**src/rtl/kcms_pkg.sv**
```systemverilog
// Package for the k-mer context match search block.
// Holds the beat types, function and register codes, and the group-difference counter.
// Used by kcms_ctrl, kcms_datapath and kmer_context_match_search.
package kcms_pkg;

  localparam int unsigned KmerW     = 64;
  localparam int unsigned GroupCnt  = KmerW / 2;
  localparam int unsigned DistW     = 7;
  localparam int unsigned MaxDistW  = 6;
  localparam int unsigned BaseW     = 2;
  localparam int unsigned MatchIdxW = 6;
  localparam int unsigned GrpCntW   = 6;
  localparam int unsigned CfgIdxW   = 8;
  localparam int unsigned CfgDataW  = 8;

  // Function codes carried by an input beat. Code 3 is unused.
  localparam logic [1:0] FUNC_CLEAR  = 2'd0;
  localparam logic [1:0] FUNC_APPEND = 2'd1;
  localparam logic [1:0] FUNC_QUERY  = 2'd2;

  // Configuration register indexes.
  localparam logic [CfgIdxW-1:0] REG_MAX_DISTANCE = 8'd0;
  localparam logic [CfgIdxW-1:0] REG_HIST_BASE    = 8'd1;

  typedef struct packed {
    logic [1:0]       func;
    logic [KmerW-1:0] left_kmer;
    logic [KmerW-1:0] right_kmer;
    logic [BaseW-1:0] query_base;
  } kcms_in_t;

  typedef struct packed {
    logic [DistW-1:0]     distance;
    logic                 match_found;
    logic [MatchIdxW-1:0] match_index;
  } kcms_out_t;

  // Commands from the controller to the datapath.
  typedef struct packed {
    logic start;     // a query beat is accepted this cycle
    logic wr_en;     // append the input pair at the write address
    logic rd_en;     // read the entry at the read address
    logic flush;     // drop everything in the compare pipeline
    logic load_out;  // move the finished result into the output register
  } kcms_cmd_t;

  // Status from the datapath to the controller.
  typedef struct packed {
    logic base_miss; // query base differs from the stored set's base
    logic done;      // the scan has settled its result this cycle
  } kcms_status_t;

  // Number of 2-bit groups that differ between a and b, summed as a tree.
  function automatic logic [GrpCntW-1:0] group_diffs(input logic [KmerW-1:0] a,
                                                     input logic [KmerW-1:0] b);
    logic [KmerW-1:0]   d;
    logic [GrpCntW-1:0] acc [GroupCnt];
    d = a ^ b;
    for (int g = 0; g < GroupCnt; g++) begin
      acc[g] = {{(GrpCntW-1){1'b0}}, |d[2*g +: 2]};
    end
    for (int lvl = 0; lvl < 5; lvl++) begin
      for (int j = 0; j < GroupCnt / 2; j++) begin
        if (j < ((GroupCnt / 2) >> lvl)) begin
          acc[j] = acc[2*j] + acc[2*j+1];
        end
      end
    end
    return acc[0];
  endfunction

endpackage

```
**src/rtl/kcms_ctrl.sv**
```systemverilog
// Controller of the k-mer context match search block.
// Sequences clear, append and query beats, the table scan and the output handshake.
// Depends on kcms_pkg.
module kcms_ctrl import kcms_pkg::*; #(
  parameter int unsigned TABLE_DEPTH = 64,
  parameter int unsigned IDX_W       = 6,
  parameter int unsigned CNT_W       = 7
) (
  input  logic             clk_i,
  input  logic             rst_ni,
  input  logic             in_valid_i,
  output logic             in_stall_o,
  input  logic [1:0]       func_i,
  output logic             out_valid_o,
  input  logic             out_stall_i,
  output kcms_cmd_t        cmd_o,
  input  kcms_status_t     status_i,
  output logic [IDX_W-1:0] wr_addr_o,
  output logic [IDX_W-1:0] rd_addr_o,
  output logic             rd_last_o
);

  typedef enum logic [3:0] {
    ST_IDLE   = 4'b0001,
    ST_SCAN   = 4'b0010,
    ST_WAIT   = 4'b0100,
    ST_FINISH = 4'b1000
  } state_e;

  state_e           state_q, state_d;
  logic [CNT_W-1:0] count_q, count_d;
  logic [IDX_W-1:0] addr_q, addr_d;
  logic             out_valid_q, out_valid_d;
  logic             in_accept;
  logic             scan_last;
  logic             out_free;

  assign in_stall_o = (state_q != ST_IDLE);
  assign in_accept  = in_valid_i && !in_stall_o;
  assign scan_last  = ((CNT_W'(addr_q) + CNT_W'(1)) == count_q);
  assign out_free   = !out_valid_q || !out_stall_i;

  assign wr_addr_o   = IDX_W'(count_q);
  assign rd_addr_o   = addr_q;
  assign rd_last_o   = scan_last;
  assign out_valid_o = out_valid_q;

  // Next-state and command logic.
  always_comb begin
    state_d     = state_q;
    count_d     = count_q;
    addr_d      = addr_q;
    cmd_o       = '0;
    unique case (state_q)
      ST_IDLE: begin
        if (in_accept) begin
          if (func_i == FUNC_CLEAR) begin
            count_d = '0;
          end else if (func_i == FUNC_APPEND) begin
            if (count_q < CNT_W'(TABLE_DEPTH)) begin
              cmd_o.wr_en = 1'b1;
              count_d     = count_q + CNT_W'(1);
            end
          end else if (func_i == FUNC_QUERY) begin
            cmd_o.start = 1'b1;
            addr_d      = '0;
            if (status_i.base_miss || (count_q == '0)) begin
              state_d = ST_FINISH;
            end else begin
              state_d = ST_SCAN;
            end
          end
        end
      end
      ST_SCAN: begin
        if (status_i.done) begin
          cmd_o.flush = 1'b1;
          state_d     = ST_FINISH;
        end else begin
          cmd_o.rd_en = 1'b1;
          if (scan_last) begin
            state_d = ST_WAIT;
          end else begin
            addr_d = addr_q + IDX_W'(1);
          end
        end
      end
      ST_WAIT: begin
        if (status_i.done) begin
          cmd_o.flush = 1'b1;
          state_d     = ST_FINISH;
        end
      end
      ST_FINISH: begin
        if (out_free) begin
          cmd_o.load_out = 1'b1;
          state_d        = ST_IDLE;
        end
      end
      default: begin
        state_d = ST_IDLE;
      end
    endcase
  end

  // Output valid: set on a load, cleared once the beat is taken.
  always_comb begin
    out_valid_d = out_valid_q;
    if (cmd_o.load_out) begin
      out_valid_d = 1'b1;
    end else if (!out_stall_i) begin
      out_valid_d = 1'b0;
    end
  end

  always_ff @(posedge clk_i or negedge rst_ni) begin
    if (!rst_ni) begin
      state_q     <= ST_IDLE;
      count_q     <= '0;
      addr_q      <= '0;
      out_valid_q <= 1'b0;
    end else begin
      state_q     <= state_d;
      count_q     <= count_d;
      addr_q      <= addr_d;
      out_valid_q <= out_valid_d;
    end
  end

endmodule

```
**config.mk**
```make
export PLATFORM = sky130hd
export DESIGN_NAME = kcms_ctrl
export DESIGN_NICKNAME = d
export VERILOG_FILES = /design/src/rtl/kcms_pkg.sv /design/src/rtl/kcms_ctrl.sv
export SDC_FILE = /design/constraint.sdc
export NUM_CORES = 1
export LEC_CHECK = 0
export BUFFER_PORTS_ARGS = -buffer_cell sky130_fd_sc_hd__buf_4
export CAP_MARGIN = 5
export CORE_ASPECT_RATIO = 0.8
export CORE_MARGIN = 2
export CORE_UTILIZATION = 55
export CTS_BUF_LIST = sky130_fd_sc_hd__clkbuf_8
export DETAILED_ROUTE_END_ITERATION = 12
export PLACE_DENSITY = 0.83
export SYNTH_ARGS = -nofsm -noshare
export SYNTH_HDL_FRONTEND = slang
export SYNTH_SLANG_ARGS = --single-unit
```
**constraint.sdc**
```tcl
create_clock -name clk_i -period 2.2 [get_ports clk_i]
set_input_delay 0.11 -clock clk_i [delete_from_list [all_inputs] [get_ports clk_i]]
set_output_delay 0.11 -clock clk_i [all_outputs]
set_load 0.005 [all_outputs]
```
* Yosys cells after proc, flatten, opt, wreduce, memory -nomap -nowiden *
Cells that the tools add are included.

word-level totals
  register bits after elaboration = 18
  output and inout bits = 20
  logic and storage cells = 76
  input bits = 8

operators by class
  $add $sub $neg = 3
  reductions and logical operators = 15
  eq/ne operators = 18
  order comparisons = 1
  mux-type cells = 35

operators by type and width
  cell                                                   count
  two-way mux 4 bit                                      9
  two-way mux 6 bit                                      6
  two-way mux 7 bit                                      3
  inequality test 2 bit, second input constant           8
  case mux 4 bit (4 select lines)                        1
  AND reduction 7 bit                                    2
  two-way mux 1 bit                                      12
  case mux 6 bit (2 select lines)                        1
  adder 6 x 1 -> 7 bit, second input constant            1
  adder 7 x 1 -> 7 bit, second input constant            1
  == test 7 bit                                          1
  logical NOT 7 bit                                      1
  less-than comparator 7 bit, second input constant      1
  adder 6 x 1 -> 6 bit, second input constant            1
  two-way mux 2 bit                                      3
  nonzero test 2 bit                                     3
  == test 4 x 1 -> 1 bit, second input constant          1
  == test 4 x 2 -> 1 bit, second input constant          1
  == test 4 x 3 -> 1 bit, second input constant          1
  == test 4 bit, second input constant                   1
  inequality test 4 x 1 -> 1 bit, second input constant  1
  AND reduction 4 bit                                    1
  logical NOT 1 bit                                      3
  inequality test 3 bit, second input constant           1
  7 further kinds                                        8

* Logic depth before layout (Yosys ltp) *
  word-level depth = 8
  gate-level depth with buffers = 9

* Least setup slack after synthesis *
OpenSTA, ideal clock, no wires.

  path type = reg-to-reg
  from = register addr_q[0] (netlist: rd_addr_o[0])
  to = register addr_q[4] (netlist: rd_addr_o[4])
  cell stages (with the launch flop) = 8
  clock period less this slack = 1.932 ns
  data arrival time = 1.808 ns
  setup slack = 0.268 ns
  cell sequence = dfrtp_1 > ha_1 > and4_1 > and3b_1 > nor4b_2 > nand3b_1 > nor4b_1 > a211o_1

on the way
  cells in the longest elaborated chain, start to end = 4

RTL lines
  element                                                                                  line                              source
  from (decl)                                                                              kcms_ctrl.sv:32                   logic [IDX_W-1:0] addr_q, addr_d;
  from (signal assigned)                                                                   kcms_ctrl.sv:125                  addr_q <= addr_d;
  adder 6 x 1 -> 7 bit / adder 6 x 1 -> 6 bit (equally long branches)                      kcms_ctrl.sv:40, kcms_ctrl.sv:84
  == test 7 bit / two-way mux 6 bit (equally long branches)                                kcms_ctrl.sv:40, kcms_ctrl.sv:81
  inequality test 2 bit (no line) / two-way mux 6 bit (equally long branches)              n/a
  AND reduction 7 bit (no line) / case mux 6 bit (2 select lines) (equally long branches)  n/a

Parallel ways exist; a longest one is shown, timed or not. The select of a mux whose other input is x is not followed.
A chain may end at the register's enable or synchronous reset.

* Worst setup path after layout *
  from = register addr_q[1] (netlist: rd_addr_o[1])
  to = output port rd_last_o

on the way
  cells in the longest elaborated chain, start to end = 2

RTL lines
  element               line             source
  adder 6 x 1 -> 7 bit  kcms_ctrl.sv:40  assign scan_last = ((CNT_W'(addr_q) + CNT_W'(1)) == count_q);
  == test 7 bit         kcms_ctrl.sv:40
  to (decl)             kcms_ctrl.sv:20  output logic rd_last_o

No other way between the ends.

==> run metrics <==
status finished clean; share of cells above drive strength 1 between 20% and 30%; GRT Util Overall about a quarter; Synthesis Warnings 0; Final Slew Violations 0; Design Power 1.49 mW; Syn Inst Count around 170; initial antenna violation count 0; final setup margin about 0.032 ns; CP Max Fanout 8; leak pwr between 0.7 and 0.8 nW; first-pass GRT wire length between 5000 and 6000 µm; Final ANT Viol Nets 0; Worst EP required 2.09 ns; Layout Utilization a little over two thirds; drt total wl 3610 µm; DR vias/cell 5.93; skew final approximately 0.0037 ns; Yosys reg bits 18; cell area after synthesis 1400 µm²; M3 GR Usage around 5.8%; Core ar. 2420 µm²; sequential element share of the synthesized area roughly 32%; Post-synth EDFFs 0; Clock Pin Slew Worst Setup and Hold Paths about 0.07 ns; worst slack, placed approximately 0.083 ns; busiest grt layer met2; io pins 28; Final setup viols 0; Tmin final 2.17 ns; syn_nets about 180; vias after detailed routing ~1,400; Commonest cells post-synth 25 x nand2_1, 17 x dfrtp_1, 10 x nand3_1; Period Utilization, post-route a little over nine tenths; area post-placement 1560 µm²; Setup crit start kind register; cell area power density a little under 900 nW/µm²; number of CTS-inserted buffers 3; main flop type after synthesis dfrtp_1; GP Congestion between 0.8 and 0.9; post-DR wirelength/cell 15.6 µm; Worst VDD drop 0.532 mV; Yosys top cell area share between 30% and 40%; post-synth top area cell dfrtp_1; Initial Utilization a little under 60%; row cnt 16; Async SR Flop Fraction between 90% and 100%; achievable frequency 461 MHz; Root Driver clkbuf_8; die width slightly above 60 µm; GRT met1 Usage between 30% and 40%; worst slew pin tran between 0.9 and 1 ns; later-pin clock latency in the skew report around 0.25 ns; first drt pass iteration count 4; drt drc 0; CTS tree built; largest net degree at the start of global routing 19; Iteration-0 DRC Markers between 100 and 150; clock sink count 18; most frequent cell after synthesis nand2_1; post-route design area around 1700 µm²; Hold Path Class primary input to register; die height ~49 µm; syn avg cell area around 8.3 µm²; met2 usage between 30% and 40%; crit end category primary output; largest cells by area after synthesis dfrtp_1 30%, nand2_1 6.7%, buf_4 4.3%, nand3_1 3.6%, o21ai_0 3.2%; total of max-cap violations 0; Detailed Place HPWL between 2000 and 2500 µm; H-tree depth 1; Arr. time, crit path about 2 ns; NumNets Final slightly above 200; remaining global-route overflow 0; Yosys cell types 52; ANT cells 0; Clock Tree Buf Depth 2; port bufs 27; Die Area between 2000 and 3000 µm²; Final Hold Vio Count 0; Area Growth Syn to Fin 22.0%; vias in the first global route about 1,200; relative slew slack a little over a third; critical path type register to primary output
[power breakdown]
group / total, mW / switching [mW] / internal, mW
logic: 0.640 / 0.292 / 0.348
registers: 0.616 / 0.191 / 0.424
clock network: 0.236 / 0.112 / 0.124
[final cells by class]
type | instances | area, µm²
clock buffers | 3 | 41.3
clock inverters | 1 | 3.75
fillers | 179 | 717
inverters | 7 | 26.3
multi-input cells | 126 | 827
flip-flops and latches | 18 | 455
well taps | 36 | 45.0
repair buffers | 40 | 307
[stage by stage]
stage               TNS [ns]  cells  hold slack (ns)
CTS                        0    222            0.105
global placement           0    217         -0.00318
global route          -0.213    231            0.117
detailed placement         0    217         -0.00297
finish                     0    231            0.107
floorplan                  0    168           -0.186
[cells by family (layout without fill, tap and decap cells)]
family | Yosys count | in the layout | share of synthesized area [%]
compound gates | 37 | 37 | 18.7
mux | 3 | 3 | 2.24
fa+ha+maj | 3 | 3 | 2.69
xor+xnor | 7 | 7 | 4.39
buf+inv | 24 | 51 | 9.58
flops | 18 | 18 | 32.3
simple gates | 76 | 76 | 30.1
[final timing paths]
kind	from	to	slack, ns	depth (start not counted)
max	rd_addr_o[1]	rd_last_o	0.03	8
min	out_stall_i	out_valid_o	0.11	3
max reg2reg	rd_addr_o[1]	rd_addr_o[3]	0.06	9
min reg2reg	out_valid_o	out_valid_o	0.55	2
max in group asynchronous	rst_ni	state_q[0]	1.68	2
min in group asynchronous	rst_ni	count_q[5]	0.26	2
[timing repair]
| item | in CTS | in global routing |
|---|---|---|
| pin swaps | 0 | 3 |
| resized for setup | 2 | 5 |
| hold buffers | 1 | 0 |
| endpoints found under the setup margin | 1 | 3 |
| endpoints found under the hold margin | 18 | 0 |
| buffers inserted | 0 | 9 |
[cells in the final DEF, fill, tap and decap left out, types with 5 or more instances in the layout]
cell      netlist  routed
dfrtp_1        17      14
nand2b_1        5       5
nand2_1        25      25
buf_4           8      38
nor2_1          9       8
inv_1           7       8
o21ai_0         9       9
nand3_1        10      10
[flip-flops by register name, indices dropped and copies added, names as in the netlist]
register     cells
rd_addr_o        6
count_q          7
state_q          4
out_valid_o      1
[per-layer routing]
| metal | routed length [µm] | up-vias | part of all wire [%] |
|---|---|---|---|
| met5 | 0 | - | 0 |
| met2 | 1810 | 58 | 50 |
| met3 | 222 | 10 | 6.1 |
| met4 | 54 | 0 | 1.5 |
| met1 | 1520 | 655 | 42 |
| li1 | - | 646 | - |
[critical path: stages (launching register included)]
cell and delay [ns]:
dfrtp_2 0.45, ha_4 0.20, and4_1 0.16, and3b_1 0.19, nor4b_2 0.28, nand3b_1 0.19, buf_6 0.18, inv_1 0.05
buf_4 0.10
Power figures use the tool's default switching activity.
